## src/design/hmpd_pkg.sv

```systemverilog
// Shared types and constants for the hold-and-modify pixel decoder.
package hmpd_pkg;

    localparam int CODE_W       = 8;
    localparam int PAL_DEPTH    = 1 << CODE_W;
    localparam int PAL_W        = 16;
    localparam int OUT_W        = 16;
    localparam int THRESH_W     = 9;
    localparam int REQ_W        = 2;
    localparam int COLOR_BITS_D = 16;

    localparam logic [THRESH_W-1:0] THRESH_RESET = THRESH_W'(256);

    localparam logic [REQ_W-1:0] REQ_PALETTE = 2'd0;
    localparam logic [REQ_W-1:0] REQ_PIXEL   = 2'd1;
    localparam logic [REQ_W-1:0] REQ_FRAME   = 2'd2;

    // Control carried with a request into the color stage.
    typedef struct packed {
        logic pixel;
        logic frame;
        logic row_start;
        logic relative;
    } s1_ctl_t;

endpackage

```

## src/design/hmpd_palette.sv

```systemverilog
// Palette memory: one write port, one registered read port.
module hmpd_palette (
    input  logic                         clk,
    input  logic                         we,
    input  logic [hmpd_pkg::CODE_W-1:0]  waddr,
    input  logic [hmpd_pkg::PAL_W-1:0]   wdata,
    input  logic                         re,
    input  logic [hmpd_pkg::CODE_W-1:0]  raddr,
    output logic [hmpd_pkg::PAL_W-1:0]   rdata
);
    import hmpd_pkg::*;

    logic [PAL_W-1:0] mem [PAL_DEPTH];
    logic [PAL_W-1:0] rdata_reg;

    always_ff @(posedge clk)
    begin
        if (we)
        begin
            mem[waddr] <= wdata;
        end
    end

    always_ff @(posedge clk)
    begin
        if (re)
        begin
            rdata_reg <= mem[raddr];
        end
    end

    assign rdata = rdata_reg;

endmodule

```

## src/design/hmpd_color.sv

```systemverilog
// Color stage: holds the running and row-first colors and forms the next color.
module hmpd_color #(
    parameter int COLOR_BITS = hmpd_pkg::COLOR_BITS_D
) (
    input  logic                        clk,
    input  logic                        rst_n,
    input  logic                        advance,
    input  hmpd_pkg::s1_ctl_t           ctl,
    input  logic [hmpd_pkg::PAL_W-1:0]  entry,
    output logic [hmpd_pkg::OUT_W-1:0]  color_out
);
    import hmpd_pkg::*;

    logic [COLOR_BITS-1:0]         held_color_reg;
    logic [COLOR_BITS-1:0]         held_color_next;
    logic [COLOR_BITS-1:0]         row_first_reg;
    logic [COLOR_BITS-1:0]         row_first_next;
    logic [COLOR_BITS+PAL_W-1:0]   entry_wide;
    logic [COLOR_BITS-1:0]         entry_c;
    logic [COLOR_BITS-1:0]         prev_color;
    logic [COLOR_BITS-1:0]         new_color;
    logic [COLOR_BITS+OUT_W-1:0]   out_wide;

    // Fit the 16-bit palette entry to the working color width.
    assign entry_wide = {{COLOR_BITS{1'b0}}, entry};
    assign entry_c    = entry_wide[COLOR_BITS-1:0];

    assign prev_color = ctl.row_start ? row_first_reg : held_color_reg;
    assign new_color  = ctl.relative ? prev_color + entry_c : entry_c;

    assign out_wide  = {{OUT_W{1'b0}}, new_color};
    assign color_out = out_wide[OUT_W-1:0];

    always_comb
    begin
        held_color_next = held_color_reg;
        row_first_next  = row_first_reg;
        if (advance && ctl.pixel)
        begin
            held_color_next = new_color;
            if (ctl.row_start)
            begin
                row_first_next = new_color;
            end
        end
        else if (advance && ctl.frame)
        begin
            row_first_next = '0;
        end
    end

    always_ff @(posedge clk or negedge rst_n)
    begin
        if (!rst_n)
        begin
            held_color_reg <= '0;
            row_first_reg  <= '0;
        end
        else
        begin
            held_color_reg <= held_color_next;
            row_first_reg  <= row_first_next;
        end
    end

endmodule

```

## src/design/hold_and_modify_pixel_decoder.sv

```systemverilog
// Top level of the hold-and-modify pixel decoder.
// A pixel request is registered into the palette read port and color-stage control,
// then its color into the output register. Throughput: one request per cycle while
// pix_stall does not hold the output; the palette read port and color add loop allow it.
// Reset: control and held colors clear and the threshold loads 256 at once; palette
// contents stay undefined until written.
module hold_and_modify_pixel_decoder #(
    parameter int COLOR_BITS = hmpd_pkg::COLOR_BITS_D
) (
    input  logic                           clk,
    input  logic                           rst_n,
    input  logic                           cfg_we,
    input  logic [hmpd_pkg::THRESH_W-1:0]  cfg_data,
    input  logic                           req_valid,
    output logic                           req_stall,
    input  logic [hmpd_pkg::REQ_W-1:0]     req_type,
    input  logic [hmpd_pkg::CODE_W-1:0]    code,
    input  logic [hmpd_pkg::PAL_W-1:0]     palette_value,
    input  logic                           row_start,
    output logic                           pix_valid,
    input  logic                           pix_stall,
    output logic [hmpd_pkg::OUT_W-1:0]     pixel_color
);
    import hmpd_pkg::*;

    logic [THRESH_W-1:0] threshold_reg;
    logic                s1_valid_reg;
    logic                s1_valid_next;
    s1_ctl_t             s1_ctl_reg;
    s1_ctl_t             s1_ctl_next;
    logic                out_valid_reg;
    logic                out_valid_next;
    logic [OUT_W-1:0]    out_color_reg;
    logic [OUT_W-1:0]    out_color_next;
    logic                accept;
    logic                advance;
    logic [PAL_W-1:0]    entry;
    logic [OUT_W-1:0]    color_out;

    assign advance   = s1_valid_reg && !(out_valid_reg && pix_stall);
    assign req_stall = s1_valid_reg && !advance;
    assign accept    = req_valid && !req_stall;

    always_ff @(posedge clk or negedge rst_n)
    begin
        if (!rst_n)
        begin
            threshold_reg <= THRESH_RESET;
        end
        else if (cfg_we)
        begin
            threshold_reg <= cfg_data;
        end
    end

    hmpd_palette u_palette (
        .clk   (clk),
        .we    (accept && (req_type == REQ_PALETTE)),
        .waddr (code),
        .wdata (palette_value),
        .re    (accept),
        .raddr (code),
        .rdata (entry)
    );

    always_comb
    begin
        s1_ctl_next           = s1_ctl_reg;
        s1_valid_next         = s1_valid_reg;
        if (accept)
        begin
            s1_valid_next         = 1'b1;
            s1_ctl_next.pixel     = (req_type == REQ_PIXEL);
            s1_ctl_next.frame     = (req_type == REQ_FRAME);
            s1_ctl_next.row_start = row_start;
            s1_ctl_next.relative  = ({1'b0, code} >= threshold_reg);
        end
        else if (advance)
        begin
            s1_valid_next = 1'b0;
        end
    end

    hmpd_color #(
        .COLOR_BITS (COLOR_BITS)
    ) u_color (
        .clk       (clk),
        .rst_n     (rst_n),
        .advance   (advance),
        .ctl       (s1_ctl_reg),
        .entry     (entry),
        .color_out (color_out)
    );

    always_comb
    begin
        out_valid_next = out_valid_reg;
        out_color_next = out_color_reg;
        if (advance && s1_ctl_reg.pixel)
        begin
            out_valid_next = 1'b1;
            out_color_next = color_out;
        end
        else if (!pix_stall)
        begin
            out_valid_next = 1'b0;
        end
    end

    always_ff @(posedge clk or negedge rst_n)
    begin
        if (!rst_n)
        begin
            s1_valid_reg  <= 1'b0;
            s1_ctl_reg    <= '0;
            out_valid_reg <= 1'b0;
        end
        else
        begin
            s1_valid_reg  <= s1_valid_next;
            s1_ctl_reg    <= s1_ctl_next;
            out_valid_reg <= out_valid_next;
        end
    end

    always_ff @(posedge clk)
    begin
        out_color_reg <= out_color_next;
    end

    assign pix_valid   = out_valid_reg;
    assign pixel_color = out_color_reg;

    // Input is held back only by a request parked in the color stage.
    a_stall_needs_s1: assert property (@(posedge clk) disable iff (!rst_n)
        req_stall |-> s1_valid_reg)
        else $error("request stalled with empty color stage");

    // A pixel leaving the color stage lands in the output register.
    a_pixel_delivered: assert property (@(posedge clk) disable iff (!rst_n)
        (advance && s1_ctl_reg.pixel) |=> pix_valid)
        else $error("pixel lost between color stage and output");

    // Non-pixel requests never create a result.
    a_no_spurious_out: assert property (@(posedge clk) disable iff (!rst_n)
        (!pix_valid && !(advance && s1_ctl_reg.pixel)) |=> !pix_valid)
        else $error("result without a pixel request");

endmodule

```

## config.mk

```make
export PLATFORM = sky130hd
export DESIGN_NAME = hold_and_modify_pixel_decoder
export DESIGN_NICKNAME = d
export VERILOG_FILES = /design/src/design/hmpd_pkg.sv /design/src/design/hmpd_palette.sv /design/src/design/hmpd_color.sv /design/src/design/hold_and_modify_pixel_decoder.sv
export SDC_FILE = /design/constraint.sdc
export NUM_CORES = 2
export LEC_CHECK = 0
export CAP_MARGIN = 20
export CORE_MARGIN = 2
export CORE_UTILIZATION = 40
export DETAILED_ROUTE_END_ITERATION = 12
export DONT_BUFFER_PORTS = 1
export PLACE_DENSITY = 0.66
export SETUP_SLACK_MARGIN = 0.1
export SLEW_MARGIN = 25
export SYNTH_ARGS = -nofsm -noshare
export SYNTH_HDL_FRONTEND = slang
export SYNTH_HIERARCHICAL = 1
export SYNTH_SLANG_ARGS = --single-unit
export TNS_END_PERCENT = 30
```

## constraint.sdc

```tcl
create_clock -name clk -period 3.4 [get_ports clk]
set_input_delay 0.17 -clock clk [delete_from_list [all_inputs] [get_ports clk]]
set_output_delay 0.17 -clock clk [all_outputs]
set_load 0.03 [all_outputs]
```

# After elaboration in Yosys (flattened, before gate mapping)
# Memory sizes are Yosys's and may differ from the RTL's. A register that Yosys moved wholly into a read port is not among the register bits.
# Index checks and enable logic that the tools add are counted.
# word_totals
ff_bits,63
n_memories,1
elab_cells,42
ramBits,4096
out_inout_bits,18
inputBits,41
# memory_table
name,words,word_bits,read_ports,rd_clocked_by_memory_dff,write_ports,line_no,text
u_palette.mem,256,16,1,1,1,hmpd_palette.sv:13,logic [PAL_W-1:0] mem [PAL_DEPTH];
# classes
eq_ne,4
magnitude_cmp,1
muxes,11
n_reduce_logical,14
n_addsub,1
# op_table
cell,count
16-bit 2-to-1 mux,5
16-bit adder,1
8-bit by 9-bit greater-or-equal comparator with 1-bit output,1
1-bit logical AND,7
1-bit 2-to-1 mux,6
2-bit nonzero test,2
1-bit zero test,3
2-bit by 1-bit equality test with 1-bit output (second input constant),1
2-bit equality test (second input constant),1
2-bit zero test,1
2-bit by 1-bit inequality test with 1-bit output (second input constant),1
2-bit inequality test (second input constant),1
2-bit AND reduction,1

# Logic depth before layout (Yosys ltp)
# logic_depth
depth_word,10
depth_mapped,12
ltp_nobuf,10

# Modules after synthesis
# Netlist, hierarchy kept.
# modules_own_cells
mod,seq_area_each_um2,area_each_um2,instances,cells_per_inst
hmpd_palette,123478.4,158874.9,1,7360
hmpd_color,800.8,2263.4,1,241
hold_and_modify_pixel_decoder,857.1,1258.7,1,96

# Worst setup path after synthesis
# OpenSTA, ideal clock, no wires.
# synth_path
path_type,flip-flop to flip-flop
from,register s1_ctl_reg[1] (netlist bit)
to,register u_color.held_color_reg[12]
arrival_time_ps,3028
path_buffers,1
stages_incl_launch_ff,12
path_slack_ps,248
synth_period_minus_slack_ps,3152
setup_time_ps,125
required_time_ps,3275
cell_sequence,dfrtp_1 > clkbuf_1 > mux2_2 > ha_1 > fa_1 > a21o_1 > a311o_2 > a21boi_2 > o21ai_2 > xor2_1 > mux2_4 > mux2_2
# synth_via
elab_chain_len,3
# synth_rtl
item,line_no,text
start: declaration,hold_and_modify_pixel_decoder.sv:29,s1_ctl_t s1_ctl_reg;
start signal: assignment,hold_and_modify_pixel_decoder.sv:121,s1_ctl_reg <= s1_ctl_next;
16-bit 2-to-1 mux,hmpd_color.sv:28,assign prev_color = ctl.row_start ? row_first_reg : held_color_reg;
16-bit adder,hmpd_color.sv:29,assign new_color = ctl.relative ? prev_color + entry_c : entry_c;
16-bit 2-to-1 mux,hmpd_color.sv:29,
via color_out[12],hold_and_modify_pixel_decoder.sv:38,logic [OUT_W-1:0] color_out;
end signal: assignment,hmpd_color.sv:61,held_color_reg <= held_color_next;
end: declaration,hmpd_color.sv:14,logic [COLOR_BITS-1:0] held_color_reg;
# The timed path passes the listed nets, and every way through them passes these cells.
# A chain may end at the register's enable or synchronous reset.

# Final worst setup path
# layout_path
from,input code[7] (netlist bit)
to,register s1_ctl_reg[0] (netlist bit)
# layout_via
elab_chain_len,1
# layout_rtl
item,line_no,text
start: declaration,hold_and_modify_pixel_decoder.sv:17,"input logic [hmpd_pkg::CODE_W-1:0] code,"
8-bit by 9-bit greater-or-equal comparator with 1-bit output,hold_and_modify_pixel_decoder.sv:76,"s1_ctl_next.relative = ({1'b0, code} >= threshold_reg);"
# No other way between the ends.

==> results.cfg <==
[status]
status = finished, violations left
violations = negative setup slack

[global_route]
overflow = 0
grt_pass1_vias = 82290
antenna_found_initial = 17
grt_pass1_wl_um = 603000
gr-usage-all-layers_pct = 20.3
grt_max_degree = 749

[synth]
async_reset_ff_share_pct = 1.13
syn-num-nets = 7762
yosysUniqueCellTypes = 71
yosys_warnings = 6
synth_area_leaders = edfxtp_1 (76%), mux4_2 (11%), mux2i_1 (3.5%)
yosysTopAreaCell = edfxtp_1
synth_seq_area_share_pct = 77.1
synth_area_mm2 = 0.162
synth.most_common_cell = edfxtp_1
synth-edff-count = 4128
avgSynthCellArea_um2 = 21.1
synth_seq_cells = 4175
synth_top_area_share_pct = 76.3
synth_commonest_cells = edfxtp_1 (4128), mux4_2 (797), mux2i_1 (575)
syn_inst = 7697
ys.flop_type = edfxtp_1

[layout]
finalNetCount = 8511
stdcell_count = 14183
largest_register_ffs = 4096
layout-drive-gt1-share_pct = 26.2
regMostFlops = u_palette/mem
area_delta_synth_final_pct = 16.8
nFillCells = 32545
final_util_pct = 47.0

[floorplanning]
die_h_um = 641
fp-row-count = 233
start_util_pct = 40.2
pin_count = 59
core_mm2 = 0.403
die_w_um = 641
dieArea_mm2 = 0.411

[power]
cellPowerDensity_mw_per_mm2 = 565
vdd_ir_drop_max_v = 0.000426
leakagePower_nw = 60.7

[flow_run]
maxCapViolCount = 0

[setup_path]
cpMostUsedCell = dlygate4sd3_1
slowest_stage = dlygate4sd3_1
crit_buf_inv = 3
worstSetupPathType = primary input to register
cp.required_ns = 4.26
cp_top_family = buffers and inverters
path_cells = dlygate4sd3_1, ha_1, nand3_1, a21oi_1, a221oi_2, dlygate4sd3_1, buf_4, o31ai_1
arrival_ns = 4.35
worst_setup_path_start_kind = primary input
max_stage_delay_ns = 1.20
cp_max_fo = 22
end_kind = register

[drt]
remaining_drc_errors = 0
antenna_left = 0
finalWirelength_um = 432000
via_count = 83806
drt_first_pass_iters = 6
viasPerCell = 5.91
drt_iter0_drc = 11063
wl_per_cell_um = 30.5

[sta]
slew-limit-headroom_pct = 15.7
fin_tns_setup_ns = -0.0841
rsz0062_at_grt = true
worst_pin_slew_ns = 1.26
final.period_utilization_pct = 102
fin_worst_skew_ns = 0.0561
setup_violations = 1
drv_slew = 0
hold_viol = 0
period_minus_slack_ns = 3.48
max_freq_mhz = 287
setup_ws_ns = -0.0841

[clock_tree]
cts_tree = built
clk_pin_slew_ns = 0.06
cts.sinks = 4175
clk_latency_ns = 0.96
cts.path.max_buffers = 4
root_buffer = clkbuf_16
htree_levels = 5
numCtsBuffers = 407

[placed_design]
hpwl_um = 231000
dp_cells = 13320
port_buffers = 0
globalplace.congestion = 0.865

[hold_path]
hold_path_class = primary input to register
power breakdown:
group | leakage [nW] | switching (mW) | internal [mW]
Clock | 6.27 | 18.9 | 24.8
Sequential | 37.7 | 0.223 | 56.8
Combinational | 16.7 | 3.84 | 2.53
layout make-up:
cell class	count	area [um2]	share of cell area (%)
flip-flops and latches	4175	125000	66.0
clock buffers	494	10700	5.64
diodes	10	25.0	0.0132
inverters	28	118	0.0620
repair buffers	804	10000	5.29
well taps	5405	6760	3.57
clock inverters	237	2130	1.13
multi-input cells	3030	34700	18.3
cell usage in the layout, fill, tap and decap left out, types with 148 or more instances in the layout:
master / instances
buf_12: 182
o22ai_1: 148
a21oi_1: 194
buf_4: 484
nor2_1: 271
clkbuf_16: 430
o221ai_1: 252
mux4_2: 797
mux2i_1: 575
edfxtp_1: 4128
what timing repair did:
action,in CTS,in global routing
setup endpoints to repair,16,745
hold buffers,76,3
gates cloned,6,14
buffers inserted,0,0
resized for setup,9,6
endpoints found under the hold margin,4318,220
final timing paths:
path / from / to / slack (ns) / cells after the start
min in group asynchronous: rst_n / threshold_reg[8] / 0.43 / 3
min: cfg_we / threshold_reg[1] / 0.13 / 3
min reg2reg: u_color/held_color_reg[2] / u_color/held_color_reg[2] / 0.48 / 1
max in group asynchronous: rst_n / threshold_reg[6] / 2.62 / 4
max: code[7] / s1_ctl_reg[0] / -0.08 / 8
max reg2reg: threshold_reg[7] / s1_ctl_reg[0] / 0.05 / 8
tightest hold or removal path, stage by stage:
cell,delay [ns]
buf_12,0.16
o21ai_0,0.10
dlygate4sd3_1,0.56
cell families after synthesis:
logic type               share of synthesized area, %
XOR/XNOR                                       0.0755
buffers and inverters                            1.74
multiplexers                                     15.4
AND/OR/NAND/NOR                                  1.74
adder cells (fa/ha/maj)                         0.190
flip-flops                                       77.1
AO/OA/AOI/OAI                                    3.79
layer usage:
layer / track usage (%) / part of all wire (%) / vias to the layer above / routed length (um)
met1: 27.4 / 38 / 44491 / 164000
met4: 7.20 / 3.8 / 4 / 16600
met2: 32.7 / 48 / 4515 / 208000
met3: 4.03 / 10 / 759 / 43900
li1: - / - / 34037 / -
met5: 0 / 0.0053 / - / 23
stage by stage:
step	instance area (um2)	setup WS, ns	power (mW)	hold slack, ns
3_5_place_dp	174000	-1.91	63.0	-0.115
5_1_grt	190000	0.0389	110	0.0761
6_report	190000	-0.0841	107	0.127
3_3_place_gp	174000	-2.13	62.9	-0.116
2_1_floorplan	162000	0.248	61.6	-0.126
4_1_cts	189000	0.0137	107	-0.466
(Power assumes the default switching activity.)
